$ cat src/rtl/bts_pkg.sv
package bts_pkg;

   // fixed field widths of the command and response beats
   localparam int TASK_W = 5;
   localparam int LIST_W = 3;
   localparam int TIME_W = 32;
   localparam int LINK_W = 4;

   // service commands
   typedef enum logic [2:0] {
      CMD_SELECT     = 3'd0,
      CMD_READY      = 3'd1,
      CMD_BLOCK_LIST = 3'd2,
      CMD_BLOCK_DL   = 3'd3,
      CMD_BLOCK_BOTH = 3'd4,
      CMD_SIGNAL     = 3'd5,
      CMD_TICK       = 3'd6,
      CMD_TERM       = 3'd7
   } cmd_type;

   // one write into the per-task store
   typedef struct packed {
      logic              dl_we;
      logic              link_we;
      logic [TASK_W-1:0] addr;
      logic [TIME_W-1:0] deadline;
      logic [LINK_W-1:0] link;
   } store_wr_type;

   // index of the lowest set bit, 0 when none is set
   function automatic logic [TASK_W-1:0] lowest_set(input logic [31:0] m);
      logic [TASK_W-1:0] idx;
      idx = '0;
      for (int i = 31; i >= 0; i--) begin
         if (m[i]) begin
            idx = TASK_W'(i);
         end
      end
      return idx;
   endfunction

endpackage

$ cat src/rtl/bitmap_task_scheduler_top.sv
// channel    | ports                                | handshake
// -----------+--------------------------------------+---------------------------
// command    | req_command .. req_current_time      | start high, busy low
// response   | rsp_running_valid .. rsp_last_result | rsp_valid, one cycle each
//
// select, make ready, block, signal and terminate: response on the next cycle,
// a new command may start in that same cycle
// tick: busy for the walk through the deadline memory at one entry per cycle;
// woken tasks come out in ascending order
// reset clears all bitmaps and link valid bits at once, no clearing pass
// the receiver cannot stall: every response beat is taken in its cycle
module bitmap_task_scheduler_top #(
   parameter int TASK_SLOTS = 32,
   parameter int WAIT_LISTS = 8
) (
   input  logic                        clock,
   input  logic                        reset,
   input  logic                        start,
   output logic                        busy,
   input  logic [2:0]                  req_command,
   input  logic [bts_pkg::TASK_W-1:0]  req_task_number,
   input  logic [bts_pkg::LIST_W-1:0]  req_list_number,
   input  logic [bts_pkg::TIME_W-1:0]  req_deadline_time,
   input  logic [bts_pkg::TIME_W-1:0]  req_current_time,
   output logic                        rsp_valid,
   output logic                        rsp_running_valid,
   output logic [bts_pkg::TASK_W-1:0]  rsp_running_task,
   output logic                        rsp_woken_valid,
   output logic [bts_pkg::TASK_W-1:0]  rsp_woken_task,
   output logic                        rsp_wake_code,
   output logic                        rsp_ignored,
   output logic                        rsp_last_result
);
   import bts_pkg::*;

   localparam int TIDX_W = (TASK_SLOTS > 1) ? $clog2(TASK_SLOTS) : 1;
   localparam int LIDX_W = (WAIT_LISTS > 1) ? $clog2(WAIT_LISTS) : 1;
   localparam int CNT_W  = $clog2(TASK_SLOTS + 1);

   typedef enum logic {ST_IDLE, ST_TICK} state_type;

   state_type             state_ff;
   logic [TASK_SLOTS-1:0] ready_ff;
   logic [TASK_SLOTS-1:0] dlm_ff;
   logic [TASK_SLOTS-1:0] wait_ff [WAIT_LISTS];
   logic                  run_vld_ff;
   logic [TASK_W-1:0]     run_idx_ff;
   logic [TIME_W-1:0]     now_ff;
   logic [CNT_W-1:0]      cnt_ff;
   logic                  stg_vld_ff;
   logic [TASK_W-1:0]     stg_t_ff;
   logic                  pend_vld_ff;
   logic [TASK_W-1:0]     pend_t_ff;

   logic                  rsp_valid_ff;
   logic                  rsp_rv_ff;
   logic [TASK_W-1:0]     rsp_rt_ff;
   logic                  rsp_wv_ff;
   logic [TASK_W-1:0]     rsp_wt_ff;
   logic                  rsp_wc_ff;
   logic                  rsp_ign_ff;
   logic                  rsp_last_ff;

   cmd_type               cmd;
   logic                  accept;
   logic                  task_ok;
   logic                  list_ok;
   logic                  blk_ok;
   logic                  blk_cmd;
   logic                  sig_wake;
   logic [LIDX_W-1:0]     list_idx;
   logic [TASK_SLOTS-1:0] run_bit;
   logic [TASK_SLOTS-1:0] sel_mask;
   logic [TASK_W-1:0]     sel_lo;
   logic [TASK_SLOTS-1:0] sig_mask;
   logic [TASK_W-1:0]     sig_lo;
   logic                  run_vld_in;
   logic [TASK_W-1:0]     run_idx_in;
   logic                  rd_en;
   logic [TIME_W-1:0]     rd_deadline;
   logic [LINK_W-1:0]     rd_link;
   logic [LINK_W-1:0]     link_m1;
   logic                  link_ok;
   logic                  tick_hit;
   logic                  scan_done;
   store_wr_type          st_wr;

   // command decode
   assign cmd      = cmd_type'(req_command);
   assign busy     = (state_ff != ST_IDLE);
   assign accept   = start && !busy;
   assign task_ok  = 32'(req_task_number) < TASK_SLOTS;
   assign list_ok  = 32'(req_list_number) < WAIT_LISTS;
   assign list_idx = LIDX_W'(req_list_number);
   assign blk_ok   = (cmd == CMD_BLOCK_DL) || list_ok;
   assign blk_cmd  = (cmd == CMD_BLOCK_LIST) || (cmd == CMD_BLOCK_DL)
                     || (cmd == CMD_BLOCK_BOTH);
   assign run_bit  = TASK_SLOTS'(1) << run_idx_ff[TIDX_W-1:0];

   // lowest ready task, with the running task put back first
   assign sel_mask = ready_ff | (run_vld_ff ? run_bit : '0);
   assign sel_lo   = lowest_set(32'(sel_mask));

   // lowest waiter of the signalled list
   assign sig_mask = list_ok ? wait_ff[list_idx] : '0;
   assign sig_lo   = lowest_set(32'(sig_mask));
   assign sig_wake = (cmd == CMD_SIGNAL) && (|sig_mask);

   // running task after a command that is not a tick
   always_comb begin
      run_vld_in = run_vld_ff;
      run_idx_in = run_idx_ff;
      unique case (cmd)
         CMD_SELECT: begin
            run_vld_in = |sel_mask;
            if (|sel_mask) begin
               run_idx_in = sel_lo;
            end
         end
         CMD_BLOCK_LIST, CMD_BLOCK_DL, CMD_BLOCK_BOTH: begin
            if (run_vld_ff && blk_ok) begin
               run_vld_in = 1'b0;
            end
         end
         CMD_TERM: begin
            run_vld_in = 1'b0;
         end
         default: begin
         end
      endcase
   end

   // deadline scan: read issued one cycle, compared the next
   assign rd_en     = (state_ff == ST_TICK) && (cnt_ff < CNT_W'(TASK_SLOTS));
   assign scan_done = (state_ff == ST_TICK) && (cnt_ff == CNT_W'(TASK_SLOTS)) && !stg_vld_ff;
   assign tick_hit  = (state_ff == ST_TICK) && stg_vld_ff
                      && dlm_ff[stg_t_ff[TIDX_W-1:0]] && (now_ff >= rd_deadline);
   assign link_m1   = rd_link - LINK_W'(1);
   assign link_ok   = (rd_link != '0) && (32'(link_m1) < WAIT_LISTS);

   // store writes; scan writes never touch the entry read in the same cycle
   always_comb begin
      st_wr      = '0;
      st_wr.addr = run_idx_ff;
      if (tick_hit) begin
         st_wr.link_we = 1'b1;
         st_wr.addr    = stg_t_ff;
      end else if (accept) begin
         unique case (cmd)
            CMD_READY: begin
               st_wr.link_we = task_ok;
               st_wr.addr    = req_task_number;
            end
            CMD_BLOCK_LIST, CMD_BLOCK_DL, CMD_BLOCK_BOTH: begin
               if (run_vld_ff && blk_ok) begin
                  st_wr.link_we  = (cmd != CMD_BLOCK_DL);
                  st_wr.link     = LINK_W'(req_list_number) + LINK_W'(1);
                  st_wr.dl_we    = (cmd != CMD_BLOCK_LIST);
                  st_wr.deadline = req_deadline_time;
               end
            end
            CMD_SIGNAL: begin
               st_wr.link_we = |sig_mask;
               st_wr.addr    = sig_lo;
            end
            default: begin
            end
         endcase
      end
   end

   bts_task_store #(
      .TASK_SLOTS (TASK_SLOTS)
   ) u_store (
      .clock       (clock),
      .reset       (reset),
      .wr          (st_wr),
      .rd_en       (rd_en),
      .rd_addr     (TASK_W'(cnt_ff)),
      .rd_deadline (rd_deadline),
      .rd_link     (rd_link)
   );

   // sequencer, bitmaps and response beat
   always_ff @(posedge clock) begin
      if (reset) begin
         state_ff     <= ST_IDLE;
         ready_ff     <= '0;
         dlm_ff       <= '0;
         for (int l = 0; l < WAIT_LISTS; l++) begin
            wait_ff[l] <= '0;
         end
         run_vld_ff   <= 1'b0;
         run_idx_ff   <= '0;
         cnt_ff       <= '0;
         stg_vld_ff   <= 1'b0;
         pend_vld_ff  <= 1'b0;
         rsp_valid_ff <= 1'b0;
      end else begin
         unique case (state_ff)
            ST_IDLE: begin
               // a tick answers only after its scan
               rsp_valid_ff <= accept && (cmd != CMD_TICK);
               if (accept) begin
                  run_vld_ff   <= run_vld_in;
                  run_idx_ff   <= run_idx_in;
                  rsp_rv_ff    <= run_vld_in;
                  rsp_rt_ff    <= run_vld_in ? run_idx_in : '0;
                  rsp_wv_ff    <= sig_wake;
                  rsp_wt_ff    <= sig_wake ? sig_lo : '0;
                  rsp_wc_ff    <= sig_wake;
                  rsp_ign_ff   <= blk_cmd && !run_vld_ff;
                  rsp_last_ff  <= 1'b1;
                  unique case (cmd)
                     CMD_SELECT: begin
                        ready_ff <= sel_mask & ~(TASK_SLOTS'(1) << sel_lo[TIDX_W-1:0]);
                     end
                     CMD_READY: begin
                        if (task_ok) begin
                           ready_ff[req_task_number[TIDX_W-1:0]] <= 1'b1;
                        end
                     end
                     CMD_BLOCK_LIST, CMD_BLOCK_DL, CMD_BLOCK_BOTH: begin
                        if (run_vld_ff && blk_ok) begin
                           if (cmd != CMD_BLOCK_DL) begin
                              wait_ff[list_idx][run_idx_ff[TIDX_W-1:0]] <= 1'b1;
                           end
                           if (cmd != CMD_BLOCK_LIST) begin
                              dlm_ff[run_idx_ff[TIDX_W-1:0]] <= 1'b1;
                           end
                        end
                     end
                     CMD_SIGNAL: begin
                        if (sig_wake) begin
                           dlm_ff[sig_lo[TIDX_W-1:0]]            <= 1'b0;
                           wait_ff[list_idx][sig_lo[TIDX_W-1:0]] <= 1'b0;
                           ready_ff[sig_lo[TIDX_W-1:0]]          <= 1'b1;
                        end
                     end
                     CMD_TICK: begin
                        state_ff     <= ST_TICK;
                        now_ff       <= req_current_time;
                        cnt_ff       <= '0;
                        stg_vld_ff   <= 1'b0;
                        pend_vld_ff  <= 1'b0;
                     end
                     default: begin
                     end
                  endcase
               end
            end
            ST_TICK: begin
               rsp_valid_ff <= (tick_hit && pend_vld_ff) || scan_done;
               // issue the next read
               stg_vld_ff <= rd_en;
               stg_t_ff   <= TASK_W'(cnt_ff);
               if (rd_en) begin
                  cnt_ff <= cnt_ff + CNT_W'(1);
               end
               // wake on expired deadline; the previous wake goes out now
               if (tick_hit) begin
                  dlm_ff[stg_t_ff[TIDX_W-1:0]]   <= 1'b0;
                  ready_ff[stg_t_ff[TIDX_W-1:0]] <= 1'b1;
                  if (link_ok) begin
                     wait_ff[LIDX_W'(link_m1)][stg_t_ff[TIDX_W-1:0]] <= 1'b0;
                  end
                  pend_vld_ff <= 1'b1;
                  pend_t_ff   <= stg_t_ff;
                  if (pend_vld_ff) begin
                     rsp_rv_ff    <= run_vld_ff;
                     rsp_rt_ff    <= run_vld_ff ? run_idx_ff : '0;
                     rsp_wv_ff    <= 1'b1;
                     rsp_wt_ff    <= pend_t_ff;
                     rsp_wc_ff    <= 1'b0;
                     rsp_ign_ff   <= 1'b0;
                     rsp_last_ff  <= 1'b0;
                  end
               end
               // final beat: the held wake, or a beat with nobody woken
               if (scan_done) begin
                  state_ff     <= ST_IDLE;
                  rsp_rv_ff    <= run_vld_ff;
                  rsp_rt_ff    <= run_vld_ff ? run_idx_ff : '0;
                  rsp_wv_ff    <= pend_vld_ff;
                  rsp_wt_ff    <= pend_vld_ff ? pend_t_ff : '0;
                  rsp_wc_ff    <= 1'b0;
                  rsp_ign_ff   <= 1'b0;
                  rsp_last_ff  <= 1'b1;
               end
            end
            default: begin
               state_ff     <= ST_IDLE;
               rsp_valid_ff <= 1'b0;
            end
         endcase
      end
   end

   assign rsp_valid         = rsp_valid_ff;
   assign rsp_running_valid = rsp_rv_ff;
   assign rsp_running_task  = rsp_rt_ff;
   assign rsp_woken_valid   = rsp_wv_ff;
   assign rsp_woken_task    = rsp_wt_ff;
   assign rsp_wake_code     = rsp_wc_ff;
   assign rsp_ignored       = rsp_ign_ff;
   assign rsp_last_result   = rsp_last_ff;

   // a beat that is not the last one only comes out of a running scan
   a_mid_beat_busy: assert property (@(posedge clock) disable iff (reset)
      (rsp_valid && !rsp_last_result) |-> busy)
      else $error("non-final beat outside a tick scan");

   // a signalled wake is always a single, final beat
   a_signal_single: assert property (@(posedge clock) disable iff (reset)
      (rsp_valid && rsp_wake_code) |-> (rsp_last_result && rsp_woken_valid))
      else $error("signal wake not reported as a single beat");

   // a tick never changes the running task
   a_tick_run_stable: assert property (@(posedge clock) disable iff (reset)
      (state_ff == ST_TICK) |=> ($stable(run_vld_ff) && $stable(run_idx_ff)))
      else $error("running task changed during a tick scan");

   // the scan counter stays within the task slots
   a_scan_bound: assert property (@(posedge clock) disable iff (reset)
      (state_ff == ST_TICK) |-> (cnt_ff <= CNT_W'(TASK_SLOTS)))
      else $error("scan counter past the last task slot");

endmodule

$ cat src/rtl/bts_task_store.sv
module bts_task_store #(
   parameter int TASK_SLOTS = 32
) (
   input  logic                          clock,
   input  logic                          reset,
   input  bts_pkg::store_wr_type         wr,
   input  logic                          rd_en,
   input  logic [bts_pkg::TASK_W-1:0]    rd_addr,
   output logic [bts_pkg::TIME_W-1:0]    rd_deadline,
   output logic [bts_pkg::LINK_W-1:0]    rd_link
);
   import bts_pkg::*;

   localparam int AW = (TASK_SLOTS > 1) ? $clog2(TASK_SLOTS) : 1;

   logic [TIME_W-1:0]     dl_mem   [TASK_SLOTS];
   logic [LINK_W-1:0]     link_mem [TASK_SLOTS];
   logic [TASK_SLOTS-1:0] link_vld_ff;
   logic [TIME_W-1:0]     dl_rd_ff;
   logic [LINK_W-1:0]     link_rd_ff;
   logic                  link_vld_rd_ff;

   // deadline memory, never cleared: a deadline bit is only set with a write
   always_ff @(posedge clock) begin
      if (wr.dl_we) begin
         dl_mem[wr.addr[AW-1:0]] <= wr.deadline;
      end
      if (rd_en) begin
         dl_rd_ff <= dl_mem[rd_addr[AW-1:0]];
      end
   end

   // wait-list link memory
   always_ff @(posedge clock) begin
      if (wr.link_we) begin
         link_mem[wr.addr[AW-1:0]] <= wr.link;
      end
      if (rd_en) begin
         link_rd_ff <= link_mem[rd_addr[AW-1:0]];
      end
   end

   // per-entry valid bits so a link reads as no list after reset
   always_ff @(posedge clock) begin
      if (reset) begin
         link_vld_ff    <= '0;
         link_vld_rd_ff <= 1'b0;
      end else begin
         if (wr.link_we) begin
            link_vld_ff[wr.addr[AW-1:0]] <= 1'b1;
         end
         if (rd_en) begin
            link_vld_rd_ff <= link_vld_ff[rd_addr[AW-1:0]];
         end
      end
   end

   assign rd_deadline = dl_rd_ff;
   assign rd_link     = link_vld_rd_ff ? link_rd_ff : '0;

endmodule
$ cat config.mk
export PLATFORM = sky130hd
export DESIGN_NAME = bitmap_task_scheduler_top
export DESIGN_NICKNAME = d
export VERILOG_FILES = /design/src/rtl/bts_pkg.sv /design/src/rtl/bitmap_task_scheduler_top.sv /design/src/rtl/bts_task_store.sv
export SDC_FILE = /design/constraint.sdc
export NUM_CORES = 2
export LEC_CHECK = 0
export BUFFER_PORTS_ARGS = -buffer_cell sky130_fd_sc_hd__buf_4
export CAP_MARGIN = 25
export CORE_ASPECT_RATIO = 0.75
export CORE_MARGIN = 8
export CORE_UTILIZATION = 30
export CTS_CLUSTER_SIZE = 8
export DETAILED_ROUTE_END_ITERATION = 7
export PLACE_DENSITY = 0.49
export SYNTH_ARGS = -nofsm -noshare
export SYNTH_HDL_FRONTEND = slang
export SYNTH_SLANG_ARGS = --single-unit
$ cat constraint.sdc
create_clock -name clock -period 5.6 [get_ports clock]
set_clock_uncertainty 0.05 [all_clocks]
set_input_delay 0.28 -clock clock [delete_from_list [all_inputs] [get_ports clock]]
set_output_delay 0.28 -clock clock [all_outputs]
set_load 0.1 [all_outputs]
==> results.yml <==
logic_synthesis:
  syn_avg_cell_area_sq_um: 15.26
  ys_warn_count: 0
  ys_seq_elements: 1614
  netlist_instances: 4666
  seq_area_frac_synth_pct: 66.47
  synthFlopType: "edfxtp_1"
  netlist_area_sq_um: 71210
  synth_edf_count: 1501
  yosysUniqueCellTypes: 108
  syn_nets: 4779
  async_reset_ff_share_pct: 0
critical_path:
  rrSetupSlack_ns: 0.68
  arrival_ns: 5.39
  critPathRequiredTime_ns: 6.06
  crit_fanout: 21
  crit_top_cell: "buf_4"
  reg2reg_to: "u_store.dl_mem[26][18]"
  crit_type: "reg2reg"
  r2r_cells: 14
  endpoint_kind: "register"
  critPathLaunchType: "register"
  rr_startpoint: "u_store.rd_deadline[0]"
  crit_slowest_cell: "a31oi_1"
  max_stage_delay_ns: 0.76
  crit_path_cell_trace: "ha_1 -> nand2b_1 -> a211o_1 -> o2111ai_1 -> a31oi_1 -> a211oi_2 -> buf_4 -> or2_2 -> mux2i_1 -> a31oi_4 -> nand3b_1 -> buf_12 -> nor2_4 -> buf_4"
placed_design:
  port_buffers: 94
  finalWeightedCongestion: 0.9038
  hpwl_microns: 151600
  placed_cell_area_sq_um: 77280
status:
  status: "completed"
timing:
  fmax_mhz: 203.1
  hold_viol_final: 0
  tightestPinTransition_ns: 1.115
  fin_crit_ns: 4.923
  tns_ns: 0
  holdWs_ns: 0.06790
  rsz0062_at_grt: "no"
  maxSlewViolCount: 0
  finalCritPeriodShare_pct: 87.92
  setup_viol: 0
  slew_headroom_pct: 25.64
flow_run:
  maxCapViolations: 0
cells_and_area:
  seq_area_sq_um: 47360
  layout_commonest_cell: "edfxtp_1"
  mostFrequentLayoutCells: "edfxtp_1 (1501), nor2_1 (673), mux4_2 (399)"
  drive_gt1_share_pct: 23.77
  area_growth_pct: 17.73
  final_nets: 5063
  fillers: 22510
  design_area_sq_um: 83840
  multiInputGateArea_sq_um: 22610
global_routing:
  grtUsageMet2_pct: 24.41
  grt_pass1_vias: 43400
  overflow: 0
  antenna_found_initial: 18
  grt_pass1_wl_microns: 326100
  busiest_layer: "met1"
  grtUsageMet1_pct: 26.64
  use_met3_pct: 5.167
  grt_use_total_pct: 17.54
  grt_max_degree: 76
clocking:
  clock_latency_ns: 0.85
  cts_setup_buffers: 0
  tritoncts: "yes"
  clkTransAtPathRegs_ns: 0.05
  cts.sinks: 1614
  htree_levels: 4
  numCtsBuffers: 222
  cts-root-buf: "clkbuf_16"
  clockBufferDepth: 3
die:
  die-height_microns: 437.9
  rows: 155
  io_pins: 95
  core-area_sq_um: 237000
  dieArea_sq_um: 253400
  die_w_microns: 578.6
  initial_core_util_pct: 30.05
min_path:
  holdPathStages: 3
  hold_path_end: "u_store.dl_mem[27][14]"
  hold_class: "in2reg"
  min_from: "req_deadline_time[14]"
drt:
  wire_per_inst_microns: 27.96
  antenna_left: 0
  vias_per_cell: 5.468
  vias: 44650
  routed_wl_microns: 228300
  route.detailed.drc: 0
  dr.pass1.iters: 6
  initialDrtViolationCount: 5557
power_and_ir_drop:
  power_density_nw_per_um2: 321.9
  ir_worst_vdd_uv: 255.2
  leakagePower_nw: 23.85
## worst max-delay path, delay by kind of cell (launching register included)
family                   cells  cell delay (ns)
AO/OA/AOI/OAI                5             1.46
multiplexers                 1             0.20
buffers and inverters        3             0.81
adder cells (fa/ha/maj)      1             0.28
AND/OR/NAND/NOR              4             1.38
flip-flops                   1             0.38
## layout make-up
class,instances,share of cell area (%)
Sequential cell,1614,56.48
Inverter,90,0.4029
Timing Repair Buffer,368,4.111
Antenna cell,11,0.03283
Tap cell,3140,4.686
Clock buffer,270,6.890
Multi-Input combinational cell,2654,26.97
Clock inverter,18,0.4253
## stage by stage
stage / util [%] / instances / worst slack [ns] / power [mW]
floorplan: - / 4666 / 0.7751 / 14.36
CTS: 35.36 / 8151 / 0.6293 / 27.21
global placement: 32.55 / 7819 / 0.4250 / 14.96
detailed placement: 32.61 / 7825 / 0.4775 / 14.96
finish: 35.38 / 8165 / 0.6768 / 26.99
global route: 35.37 / 8158 / 0.4564 / 27.79
## cells by family after synthesis
family                   synth area share [%]
AND/OR/NAND/NOR                         8.808
AO/OA/AOI/OAI                           7.149
XOR/XNOR                              0.08609
flip-flops                              66.47
multiplexers                            14.46
buffers and inverters                   2.412
adder cells (fa/ha/maj)                0.6149
## what timing repair did
| item | in CTS | in global routing |
|---|---|---|
| hold buffers | 38 | 0 |
| endpoints found under the hold margin | 54 | 0 |
| resized for setup | 0 | 0 |
## cells in the mapped netlist (all sizes together), types with 16 or more instances
cell type | number | area [sq um]
mux2 | 49 | 551.8
buf | 109 | 633.1
ha | 35 | 437.9
dfxtp | 113 | 2262
o2bb2ai | 24 | 210.2
o211ai | 24 | 180.2
a32o | 18 | 180.2
a31oi | 39 | 259.0
nor3b | 24 | 180.2
nand2b | 30 | 187.7
a31o | 25 | 219.0
a211oi | 49 | 367.9
nor2 | 716 | 2693
nor3 | 110 | 596.8
mux4 | 399 | 8986
o21ai | 127 | 639.4
and3 | 19 | 118.9
a21o | 23 | 172.7
inv | 88 | 330.3
mux2i | 76 | 760.7
clkbuf | 199 | 747.0
a21oi | 201 | 1100
and2 | 58 | 362.8
nand3b | 16 | 123.9
nand2 | 197 | 739.5
nor2b | 28 | 175.2
edfxtp | 1501 | 45070
nand3 | 89 | 455.4
## report_power, final
part           total, mW  switching (mW)  internal, mW
clock network       12.2            5.01          7.18
registers           13.3           0.110          13.2
logic               1.54            1.03         0.509
## per-layer routing
metal / vias up / share of wire, %
li1: 18840 / -
met1: 23310 / 46
met2: 2177 / 42
met3: 314 / 9.9
met4: 0 / 2.1
met5: - / 0
## sequential cells by signal, summed over array words and instances (netlist names), 4 cells and up
signal and cells:
pend_t_ff 5, u_store.link_mem 128, rsp_running_task 5, u_store.dl_mem 1024, u_store.link_vld_ff 32, run_idx_ff 5
u_store.rd_deadline 32, rsp_woken_task 5, stg_t_ff 5, cnt_ff 6, now_ff 32, wait_ff 256
u_store.link_rd_ff 4, dlm_ff 32, ready_ff 32
## how the worst max path moves through the flow
stage	from	end	slack, ns	depth (start not counted)
after floorplan	u_store.rd_deadline[0]	u_store.dl_mem[0][0]	0.78	13
after global placement	req_list_number[0]	u_store.dl_mem[10][7]	0.42	13
after detailed placement	req_list_number[0]	u_store.dl_mem[26][18]	0.48	13
after CTS	now_ff[31]	u_store.dl_mem[26][18]	0.63	14
after global routing	now_ff[0]	u_store.dl_mem[14][16]	0.46	14
final	u_store.rd_deadline[0]	u_store.dl_mem[26][18]	0.68	14
Power figures use the tool's default switching activity.
